--- src/rtl/core/ccm_pkg.sv ---
`timescale 1ns / 1ps

package ccm_pkg;

    // Item opcodes
    localparam logic [1:0] OP_SET  = 2'd0;
    localparam logic [1:0] OP_LOAD = 2'd1;
    localparam logic [1:0] OP_TICK = 2'd2;

    // Slots reachable through the 4-bit entry index
    localparam int ADDR_SLOTS = 16;

    // Command queue depth between front and back
    localparam int CMD_DEPTH = 2;

    // Wildcard bit positions
    localparam int WC_MINUTE  = 0;
    localparam int WC_HOUR    = 1;
    localparam int WC_DAY     = 2;
    localparam int WC_MONTH   = 3;
    localparam int WC_WEEKDAY = 4;

    typedef struct packed {
        logic [1:0]  op;
        logic [11:0] year;
        logic [3:0]  month;
        logic [4:0]  day;
        logic [4:0]  hour;
        logic [5:0]  minute;
        logic [2:0]  weekday;
        logic [4:0]  wildcard_mask;
        logic [3:0]  entry_index;
        logic [15:0] job_id;
    } t_in_word;

    typedef struct packed {
        logic [11:0] match_year;
        logic [3:0]  match_month;
        logic [4:0]  match_day;
        logic [4:0]  match_hour;
        logic [5:0]  match_minute;
        logic [15:0] matched_job;
        logic [3:0]  matched_slot;
        logic        last;
    } t_out_word;

    // Classified command: the input word plus a day count congruent to the
    // weekday mod 7 (only meaningful for set items)
    typedef struct packed {
        t_in_word    word;
        logic [12:0] wday_sum;
    } t_cmd;

endpackage

--- src/rtl/core/ccm_front.sv ---
`timescale 1ns / 1ps

module ccm_front #(
    parameter int ENTRIES = 16
) (
    input  logic              i_clk,
    input  logic              i_rst_n,
    input  logic              i_in_valid,
    output logic              o_in_ready,
    input  ccm_pkg::t_in_word i_in_word,
    output logic              o_cmd_valid,
    input  logic              i_cmd_ready,
    output ccm_pkg::t_cmd     o_cmd
);
    import ccm_pkg::*;

    logic        r_valid;
    t_cmd        r_cmd;
    t_cmd        n_cmd;
    logic        keep;
    logic        month_ok;
    logic        leap_adj;
    logic [11:0] yr_off;
    logic [9:0]  leap_days;
    logic [8:0]  db;

    // days before each month in a common year
    function automatic logic [8:0] days_before(input logic [3:0] m);
        logic [8:0] r;
        begin
            unique case (m)
                4'd2:    r = 9'd31;
                4'd3:    r = 9'd59;
                4'd4:    r = 9'd90;
                4'd5:    r = 9'd120;
                4'd6:    r = 9'd151;
                4'd7:    r = 9'd181;
                4'd8:    r = 9'd212;
                4'd9:    r = 9'd243;
                4'd10:   r = 9'd273;
                4'd11:   r = 9'd304;
                4'd12:   r = 9'd334;
                default: r = 9'd0;
            endcase
            return r;
        end
    endfunction

    // Drop unknown opcodes and loads past the table
    always_comb begin
        unique case (i_in_word.op)
            OP_SET:  keep = 1'b1;
            OP_TICK: keep = 1'b1;
            OP_LOAD: keep = int'(i_in_word.entry_index) < ENTRIES;
            default: keep = 1'b0;
        endcase
    end

    // Weekday sum: 1970-01-01 was a Thursday and 365 = 1 mod 7, so the
    // weekday is (year + leapdays + day + days_before + leap_adj) mod 7
    // for a valid month, and (year + leapdays + 1) mod 7 otherwise.
    always_comb begin
        month_ok  = (i_in_word.month >= 4'd1) && (i_in_word.month <= 4'd12);
        leap_adj  = (i_in_word.month >= 4'd3) && (i_in_word.year[1:0] == 2'b00);
        yr_off    = i_in_word.year - 12'd1973;
        leap_days = (i_in_word.year > 12'd1972) ? (10'(yr_off >> 2) + 10'd1) : 10'd0;
        db        = days_before(i_in_word.month);
        n_cmd.word = i_in_word;
        if (month_ok) begin
            n_cmd.wday_sum = 13'(i_in_word.year) + 13'(leap_days) + 13'(i_in_word.day)
                           + 13'(db) + 13'(leap_adj);
        end else begin
            n_cmd.wday_sum = 13'(i_in_word.year) + 13'(leap_days) + 13'd1;
        end
    end

    assign o_in_ready  = !r_valid || i_cmd_ready;
    assign o_cmd_valid = r_valid;
    assign o_cmd       = r_cmd;

    always_ff @(posedge i_clk) begin
        if (!i_rst_n) begin
            r_valid <= 1'b0;
        end else if (o_in_ready) begin
            r_valid <= i_in_valid && keep;
        end
    end

    always_ff @(posedge i_clk) begin
        if (o_in_ready && i_in_valid) begin
            r_cmd <= n_cmd;
        end
    end

endmodule

--- src/rtl/core/ccm_cmd_fifo.sv ---
`timescale 1ns / 1ps

module ccm_cmd_fifo (
    input  logic          i_clk,
    input  logic          i_rst_n,
    input  logic          i_valid,
    output logic          o_ready,
    input  ccm_pkg::t_cmd i_cmd,
    output logic          o_valid,
    input  logic          i_ready,
    output ccm_pkg::t_cmd o_cmd
);
    import ccm_pkg::*;

    localparam int PTR_W = (CMD_DEPTH > 1) ? $clog2(CMD_DEPTH) : 1;
    localparam int CNT_W = $clog2(CMD_DEPTH + 1);

    t_cmd             r_mem [CMD_DEPTH];
    logic [PTR_W-1:0] r_wr_ptr;
    logic [PTR_W-1:0] r_rd_ptr;
    logic [CNT_W-1:0] r_count;
    logic             push;
    logic             pop;

    function automatic logic [PTR_W-1:0] ptr_inc(input logic [PTR_W-1:0] p);
        begin
            return (p == PTR_W'(CMD_DEPTH - 1)) ? '0 : p + PTR_W'(1);
        end
    endfunction

    assign o_ready = (r_count != CNT_W'(CMD_DEPTH));
    assign o_valid = (r_count != '0);
    assign o_cmd   = r_mem[r_rd_ptr];
    assign push    = i_valid && o_ready;
    assign pop     = o_valid && i_ready;

    always_ff @(posedge i_clk) begin
        if (!i_rst_n) begin
            r_wr_ptr <= '0;
            r_rd_ptr <= '0;
            r_count  <= '0;
        end else begin
            if (push) begin
                r_wr_ptr <= ptr_inc(r_wr_ptr);
            end
            if (pop) begin
                r_rd_ptr <= ptr_inc(r_rd_ptr);
            end
            if (push && !pop) begin
                r_count <= r_count + CNT_W'(1);
            end else if (pop && !push) begin
                r_count <= r_count - CNT_W'(1);
            end
        end
    end

    always_ff @(posedge i_clk) begin
        if (push) begin
            r_mem[r_wr_ptr] <= i_cmd;
        end
    end

endmodule

--- src/rtl/core/ccm_back.sv ---
`timescale 1ns / 1ps

module ccm_back #(
    parameter int ENTRIES = 16
) (
    input  logic               i_clk,
    input  logic               i_rst_n,
    input  logic               i_cmd_valid,
    output logic               o_cmd_ready,
    input  ccm_pkg::t_cmd      i_cmd,
    output logic               o_out_valid,
    input  logic               i_out_ready,
    output ccm_pkg::t_out_word o_out_word
);
    import ccm_pkg::*;

    localparam int SLOTS  = (ENTRIES < ADDR_SLOTS) ? ENTRIES : ADDR_SLOTS;
    localparam int SLOT_W = (SLOTS > 1) ? $clog2(SLOTS) : 1;

    localparam logic ST_IDLE = 1'b0;
    localparam logic ST_SCAN = 1'b1;

    typedef struct packed {
        logic [5:0]  minute;
        logic [4:0]  hour;
        logic [4:0]  day;
        logic [3:0]  month;
        logic [2:0]  weekday;
        logic [4:0]  wild;
        logic [15:0] job;
    } t_entry;

    t_entry      r_table [SLOTS];
    logic [SLOTS-1:0] r_tvalid;
    logic [SLOTS-1:0] r_hits;
    logic        r_state;

    logic [11:0] r_year;
    logic [3:0]  r_month;
    logic [4:0]  r_day;
    logic [4:0]  r_hour;
    logic [5:0]  r_minute;
    logic [2:0]  r_wday;

    logic [11:0] n_year;
    logic [3:0]  n_month;
    logic [4:0]  n_day;
    logic [4:0]  n_hour;
    logic [5:0]  n_minute;
    logic [2:0]  n_wday;

    logic [11:0] r_snap_year;
    logic [3:0]  r_snap_month;
    logic [4:0]  r_snap_day;
    logic [4:0]  r_snap_hour;
    logic [5:0]  r_snap_minute;

    logic        r_out_valid;
    t_out_word   r_out;

    logic             pop;
    logic             out_free;
    logic             emit;
    logic [SLOTS-1:0] hit_vec;
    logic [SLOTS-1:0] rest;
    logic [SLOT_W-1:0] pick;
    logic [SLOT_W-1:0] load_slot;
    logic [4:0]        mlen;
    t_entry            wr_entry;

    function automatic logic [4:0] month_len(input logic [3:0] m);
        logic [4:0] r;
        begin
            unique case (m)
                4'd2:    r = 5'd28;
                4'd4:    r = 5'd30;
                4'd6:    r = 5'd30;
                4'd9:    r = 5'd30;
                4'd11:   r = 5'd30;
                default: r = 5'd31;
            endcase
            return r;
        end
    endfunction

    // mod 7 by octal digit folding (8 = 1 mod 7)
    function automatic logic [2:0] mod7(input logic [12:0] s);
        logic [4:0] f1;
        logic [3:0] f2;
        begin
            f1 = 5'(s[2:0]) + 5'(s[5:3]) + 5'(s[8:6]) + 5'(s[11:9]) + 5'(s[12]);
            f2 = 4'(f1[2:0]) + 4'(f1[4:3]);
            return (f2 >= 4'd7) ? 3'(f2 - 4'd7) : f2[2:0];
        end
    endfunction

    assign o_cmd_ready = (r_state == ST_IDLE);
    assign pop         = i_cmd_valid && o_cmd_ready;
    assign out_free    = !r_out_valid || i_out_ready;
    assign emit        = (r_state == ST_SCAN) && (r_hits != '0) && out_free;
    assign load_slot   = i_cmd.word.entry_index[SLOT_W-1:0];
    assign o_out_valid = r_out_valid;
    assign o_out_word  = r_out;

    always_comb begin
        wr_entry.minute  = i_cmd.word.minute;
        wr_entry.hour    = i_cmd.word.hour;
        wr_entry.day     = i_cmd.word.day;
        wr_entry.month   = i_cmd.word.month;
        wr_entry.weekday = i_cmd.word.weekday;
        wr_entry.wild    = i_cmd.word.wildcard_mask;
        wr_entry.job     = i_cmd.word.job_id;
    end

    // All slots compared against the current minute in parallel
    always_comb begin
        for (int i = 0; i < SLOTS; i++) begin
            hit_vec[i] = r_tvalid[i]
                && (r_table[i].wild[WC_MINUTE]  || r_table[i].minute  == r_minute)
                && (r_table[i].wild[WC_HOUR]    || r_table[i].hour    == r_hour)
                && (r_table[i].wild[WC_DAY]     || r_table[i].day     == r_day)
                && (r_table[i].wild[WC_MONTH]   || r_table[i].month   == r_month)
                && (r_table[i].wild[WC_WEEKDAY] || r_table[i].weekday == r_wday);
        end
    end

    // Lowest pending hit
    always_comb begin
        pick = '0;
        for (int i = SLOTS - 1; i >= 0; i--) begin
            if (r_hits[i]) begin
                pick = SLOT_W'(i);
            end
        end
        rest = r_hits & ~(SLOTS'(1) << pick);
    end

    // One-minute advance
    always_comb begin
        n_year   = r_year;
        n_month  = r_month;
        n_day    = r_day;
        n_hour   = r_hour;
        n_minute = r_minute;
        n_wday   = r_wday;
        mlen     = month_len(r_month);
        if (r_month == 4'd2 && r_year[1:0] == 2'b00) begin
            mlen = 5'd29;
        end
        if (r_minute < 6'd59) begin
            n_minute = r_minute + 6'd1;
        end else begin
            n_minute = '0;
            if (r_hour < 5'd23) begin
                n_hour = r_hour + 5'd1;
            end else begin
                n_hour = '0;
                n_wday = (r_wday >= 3'd6) ? (r_wday - 3'd6) : (r_wday + 3'd1);
                if (r_day < mlen) begin
                    n_day = r_day + 5'd1;
                end else begin
                    n_day = 5'd1;
                    if (r_month >= 4'd1 && r_month < 4'd12) begin
                        n_month = r_month + 4'd1;
                    end else if (r_month == 4'd0) begin
                        n_month = 4'd1;
                    end else begin
                        n_month = 4'd1;
                        n_year  = r_year + 12'd1;
                    end
                end
            end
        end
    end

    always_ff @(posedge i_clk) begin
        if (!i_rst_n) begin
            r_state     <= ST_IDLE;
            r_out_valid <= 1'b0;
            r_tvalid    <= '0;
            r_hits      <= '0;
            r_year      <= 12'd1970;
            r_month     <= 4'd1;
            r_day       <= 5'd1;
            r_hour      <= '0;
            r_minute    <= '0;
            r_wday      <= 3'd4;
        end else begin
            if (emit) begin
                r_out_valid <= 1'b1;
            end else if (i_out_ready) begin
                r_out_valid <= 1'b0;
            end
            unique case (r_state)
                ST_IDLE: begin
                    if (pop) begin
                        unique case (i_cmd.word.op)
                            OP_SET: begin
                                r_year   <= i_cmd.word.year;
                                r_month  <= i_cmd.word.month;
                                r_day    <= i_cmd.word.day;
                                r_hour   <= i_cmd.word.hour;
                                r_minute <= i_cmd.word.minute;
                                r_wday   <= mod7(i_cmd.wday_sum);
                            end
                            OP_LOAD: begin
                                r_tvalid[load_slot] <= 1'b1;
                            end
                            OP_TICK: begin
                                r_hits   <= hit_vec;
                                r_year   <= n_year;
                                r_month  <= n_month;
                                r_day    <= n_day;
                                r_hour   <= n_hour;
                                r_minute <= n_minute;
                                r_wday   <= n_wday;
                                r_state  <= ST_SCAN;
                            end
                            default: begin
                            end
                        endcase
                    end
                end
                ST_SCAN: begin
                    if (r_hits == '0) begin
                        r_state <= ST_IDLE;
                    end else if (out_free) begin
                        r_hits <= rest;
                        if (rest == '0) begin
                            r_state <= ST_IDLE;
                        end
                    end
                end
                default: r_state <= ST_IDLE;
            endcase
        end
    end

    always_ff @(posedge i_clk) begin
        if (pop && i_cmd.word.op == OP_LOAD) begin
            r_table[load_slot] <= wr_entry;
        end
        if (pop && i_cmd.word.op == OP_TICK) begin
            r_snap_year   <= r_year;
            r_snap_month  <= r_month;
            r_snap_day    <= r_day;
            r_snap_hour   <= r_hour;
            r_snap_minute <= r_minute;
        end
        if (emit) begin
            r_out.match_year   <= r_snap_year;
            r_out.match_month  <= r_snap_month;
            r_out.match_day    <= r_snap_day;
            r_out.match_hour   <= r_snap_hour;
            r_out.match_minute <= r_snap_minute;
            r_out.matched_job  <= r_table[pick].job;
            r_out.matched_slot <= 4'(pick);
            r_out.last         <= (rest == '0);
        end
    end

endmodule

--- src/rtl/core/calendar_clock_cron_matcher.sv ---
// Cron matcher with a minute-resolution calendar clock. Input words carry an
// op: set time (loads year/month/day/hour/minute, weekday derived from the
// 1970 epoch), load entry (writes one table slot with patterns, wildcard
// bits and a job id; slots at or past ENTRIES are dropped) or tick. A tick
// emits one output word per valid matching slot, lowest slot first, stamped
// with the time before the advance and with last set on the final one, and
// steps the clock by one minute. Day and weekday must both match. Structure: a
// front stage classifies each word and pre-computes the weekday sum, then a
// two-entry command queue feeds the execution unit. Set and load are applied
// when the execution unit takes them; a tick compares all slots in parallel
// and advances the clock, then emits one matching slot per cycle while the
// output is taken, and leaves the scan state without output when nothing
// matches. The output register lets the front keep accepting words while
// results wait. The table has no reset sweep; only its valid bits clear.
`timescale 1ns / 1ps

module calendar_clock_cron_matcher #(
    parameter int ENTRIES = 16
) (
    input  logic               i_clk,
    input  logic               i_rst_n,
    input  logic               i_in_valid,
    output logic               o_in_ready,
    input  ccm_pkg::t_in_word  i_in_word,
    output logic               o_out_valid,
    input  logic               i_out_ready,
    output ccm_pkg::t_out_word o_out_word
);
    import ccm_pkg::*;

    // front -> queue
    logic fe_valid;
    logic fe_ready;
    t_cmd fe_cmd;

    // queue -> execution unit
    logic q_valid;
    logic q_ready;
    t_cmd q_cmd;

    ccm_front #(
        .ENTRIES (ENTRIES)
    ) u_front (
        .i_clk       (i_clk),
        .i_rst_n     (i_rst_n),
        .i_in_valid  (i_in_valid),
        .o_in_ready  (o_in_ready),
        .i_in_word   (i_in_word),
        .o_cmd_valid (fe_valid),
        .i_cmd_ready (fe_ready),
        .o_cmd       (fe_cmd)
    );

    ccm_cmd_fifo u_queue (
        .i_clk   (i_clk),
        .i_rst_n (i_rst_n),
        .i_valid (fe_valid),
        .o_ready (fe_ready),
        .i_cmd   (fe_cmd),
        .o_valid (q_valid),
        .i_ready (q_ready),
        .o_cmd   (q_cmd)
    );

    ccm_back #(
        .ENTRIES (ENTRIES)
    ) u_back (
        .i_clk       (i_clk),
        .i_rst_n     (i_rst_n),
        .i_cmd_valid (q_valid),
        .o_cmd_ready (q_ready),
        .i_cmd       (q_cmd),
        .o_out_valid (o_out_valid),
        .i_out_ready (i_out_ready),
        .o_out_word  (o_out_word)
    );

endmodule

--- config.mk ---
export PLATFORM = sky130hd
export DESIGN_NAME = calendar_clock_cron_matcher
export DESIGN_NICKNAME = d
export VERILOG_FILES = /design/src/rtl/core/ccm_pkg.sv /design/src/rtl/core/ccm_front.sv /design/src/rtl/core/ccm_cmd_fifo.sv /design/src/rtl/core/ccm_back.sv /design/src/rtl/core/calendar_clock_cron_matcher.sv
export SDC_FILE = /design/constraint.sdc
export NUM_CORES = 1
export LEC_CHECK = 0
export BUFFER_PORTS_ARGS = -buffer_cell sky130_fd_sc_hd__buf_2
export CAP_MARGIN = 30
export CORE_MARGIN = 3
export CORE_UTILIZATION = 40
export CTS_BUF_LIST = sky130_fd_sc_hd__clkbuf_4 sky130_fd_sc_hd__clkbuf_8
export CTS_CLUSTER_SIZE = 14
export DETAILED_ROUTE_END_ITERATION = 16
export SETUP_SLACK_MARGIN = 0.4
export SYNTH_ARGS = -nofsm -noshare
export SYNTH_HDL_FRONTEND = slang
export SYNTH_SLANG_ARGS = --single-unit
--- constraint.sdc ---
create_clock -name i_clk -period 5.5 [get_ports i_clk]
set_input_delay 0.55 -clock i_clk [delete_from_list [all_inputs] [get_ports i_clk]]
set_output_delay 0.55 -clock i_clk [all_outputs]
set_load 0.02 [all_outputs]
==> flow_summary.ini <==
[sta]
timing.final.ws_setup_ns = 0.6398
worst_margin_slew_ns = 1.010
post-route-min-period_ns = 4.860
slew_violations = 0
setup_viol = 0
max_clock_freq_mhz = 205.8
clock-skew-final_ns = 0.04829
finalSetupTns_ns = 0
max-slew-margin-rel_pct = 32.57
rsz0062_at_grt = false
fin_crit_sh_pct = 88.37
hold_viol_final = 0

[global_routing]
pin_count_of_the_biggest_net_entering_global_routing = 79
grt_use_total_pct = 18.68
grt_first_pass_wirelength_microns = 161500
first_global_vias = 25870
grt.overflow.total = 0
initial_antenna_violation_count = 2

[outcome]
run_status = finished, final reports clean

[synthesis]
syn_avg_cell_area_sq_um = 15.59
syn_area_sq_mm = 0.04429
synth_enable_flop_cells = 1014
syn_inst = 2841
synth_cell_types = 70
postSynthNetCount = 2977
synthArstFlopShare_pct = 0
postSynthRegisterBits = 1089
synth-main-ff-cell = edfxtp_1
synth.yosys.warnings = 0
synth_seq_area_share_pct = 72.14

[place]
dpl-instance-area_sq_mm = 0.04711
place_worst_setup_slack_ns = 0.05504
place_hpwl_microns = 64820
portBuffers = 120
post_placement_cell_count = 4389
routabilityCongestion = 0.8727

[hold_path]
worst_hold_path.num_cells = 3
worst_hold_path_type = in -> reg

[drt]
routed_wirelength_microns = 107900
firstDrtPassIters = 5
via_count = 25230
drt-wirelength-per-cell_microns = 22.58
drt_first_iter_violations = 2042
avgViaCountPerCell = 5.278
route.detailed.drc = 0
antenna_left = 0

[die]
die_area_sq_mm = 0.1148
ios = 121
die_h_microns = 338.8
start_util_pct = 40.52
std_cell_rows = 121
die_w_microns = 338.8
core_region_area_sq_mm = 0.1093

[final_layout]
layout-area-overhead-vs-synth_pct = 15.92
finish.cell_count_without_fillers = 4781
postLayoutCoreUtil_pct = 46.97
layout-drive-gt1-share_pct = 18.35
finalNetCount = 3291
layout.cell_area.non_filler_sq_mm = 0.05134
layout_commonest_cell = edfxtp_1
final_cell_mix = 1,014 x edfxtp_1, 210 x xnor2_1, 200 x xor2_1

[clock_tree]
root_buffer = clkbuf_8
htreeDepth = 4
tritoncts = done
clock_transition_time_at_the_flip_flop_clock_pins_of_the_worst_setup_and_hold_paths_ns = 0.06
cts.sink_count = 1089
cts-buffers-inserted = 179
clockBufferDepth = 3
worstSkewPairLatency_ns = 0.83

[power]
power-per-cell-area_mw_per_mm2 = 417.6
seq_pwr_share_pct = 47.2
power.share.clock_pct = 32.3
power.ir.vdd_worst_mv = 0.5170
p_int_w = 0.01533
power_switching_w = 0.006106
swShare_pct = 28.48
static-leakage-power_nw = 17.81
power_frac_comb_pct = 20.6

[setup_path]
arr_time_crit_path_ns = 5.42
timing.critical_path.cells = dlygate4sd3_1 -> buf_2 -> nor2_2 -> xnor2_2 -> ha_2 -> nor2_1 -> nand2b_1 -> xnor2_1 -> nor2_1 -> ha_1 -> nor2b_2 -> o2111ai_1 -> nand3b_1 -> xnor2_2 -> inv_1 -> ha_1 -> ha_1 -> or3_1 -> o31ai_2 -> o21ai_0 -> a41oi_1 -> buf_4 -> xnor2_1
cpPeakStageDelay_ns = 0.53
path_common_cell = ha_1
crit_path_end_kind = flip-flop
critPathKind = in -> reg
worstPathMaxFanout = 5
start_kind = primary input
worstPathRequired_ns = 6.06
reg2reg_depth = 14
worst_path_max_delay_cell = dlygate4sd3_1

[run]
max-cap-violations = 0
logic make-up after synthesis:
group,Yosys count,share of synthesized area (%)
flops,1089,72.14
compound gates,504,7.633
simple gates,435,4.887
xor+xnor,413,8.167
buf+inv,189,1.624
mux,141,3.353
fa+ha+maj,70,2.198
worst max-delay path: cells and delay by family:
| kind | cells | cell delay, ns |
|---|---|---|
| xor+xnor | 4 | 0.59 |
| fa+ha+maj | 4 | 1.12 |
| simple gates | 7 | 1.21 |
| buf+inv | 4 | 0.97 |
| compound gates | 4 | 0.98 |
metal layers:
metal	GRT usage (%)	vias up	routed length (microns)
met1	24.97	12840	47150
met5	0	-	0
met2	31.16	758	52740
met4	6.084	0	2390
met3	3.133	169	5665
li1	-	11470	-
cells in the mapped netlist (all sizes together), types with 10 or more instances:
library cell,count,area share [%]
nor2,100,0.85
a221oi,69,1.4
nor3,65,0.73
and2,14,0.20
o21a,29,0.49
nor4,33,0.47
mux2,59,1.5
a21boi,11,0.19
o211ai,16,0.27
a21oi,56,0.63
ha,57,1.6
nand3,41,0.46
a31oi,68,0.96
buf,40,0.36
a21o,13,0.22
nor2b,26,0.37
edfxtp,1014,69
o31ai,10,0.17
nor3b,11,0.19
fa,13,0.59
xor2,200,4.0
a41oi,10,0.20
inv,60,0.51
nand2,91,0.77
clkbuf,89,0.75
o21ai,148,1.7
mux2i,82,1.9
nand2b,15,0.21
xnor2,213,4.2
dfxtp,75,3.4
metrics by stage:
step           hold slack, ns  total power, W
2_1_floorplan          0.4003         0.01328
3_3_place_gp           0.4057         0.01444
3_5_place_dp           0.4066         0.01464
4_1_cts               0.03095         0.02165
5_1_grt               0.05817         0.02250
6_report               0.1172         0.02144
sequential cells by signal, indices dropped and copies added (netlist names), 12 cells and up, named ones only:
signal and count:
u_back.r_table 704, u_front.o_cmd 75, u_back.r_hits 16, u_back.r_year 12, u_queue.r_mem 150, u_back.r_snap_year 12
u_back.o_out_word 53, u_back.r_tvalid 16
worst paths after layout:
| check | end | slack [ns] | startpoint |
|---|---|---|---|
| min | u_front.o_cmd_valid | 0.12 | i_in_valid |
| max reg2reg | u_back.r_wday[2] | 0.82 | flip-flop |
| max | u_front.o_cmd[10] | 0.64 | i_in_word[49] |
| min reg2reg | u_back.o_out_word[33] | 0.39 | u_back.r_snap_day[1] |
power by group through the flow:
stage	Combinational (W)	Sequential, W	Clock (W)
floorplan	0.00314	0.0101	0
global placement	0.00418	0.0103	0
detailed placement	0.00435	0.0103	0
CTS	0.00441	0.0101	0.00712
global route	0.00485	0.0101	0.00751
finish	0.00441	0.0101	0.00692
timing repair:
item | CTS | global route
setup endpoints to repair | 0 | 5
resized for setup | 0 | 23
hold buffers | 59 | 0
endpoints found under the hold margin | 59 | 0
setup buffers | 0 | 1
layout make-up:
type / count / area [sq um]
fillers: 9489 / 57970
flip-flops and latches: 1089 / 31950
multi-input cells: 1563 / 11900
clock buffers: 253 / 3069
repair buffers: 262 / 1867
well taps: 1476 / 1847
clock inverters: 76 / 479.2
inverters: 60 / 225.2
diodes: 2 / 5.005
Power figures use the tool's default switching activity.
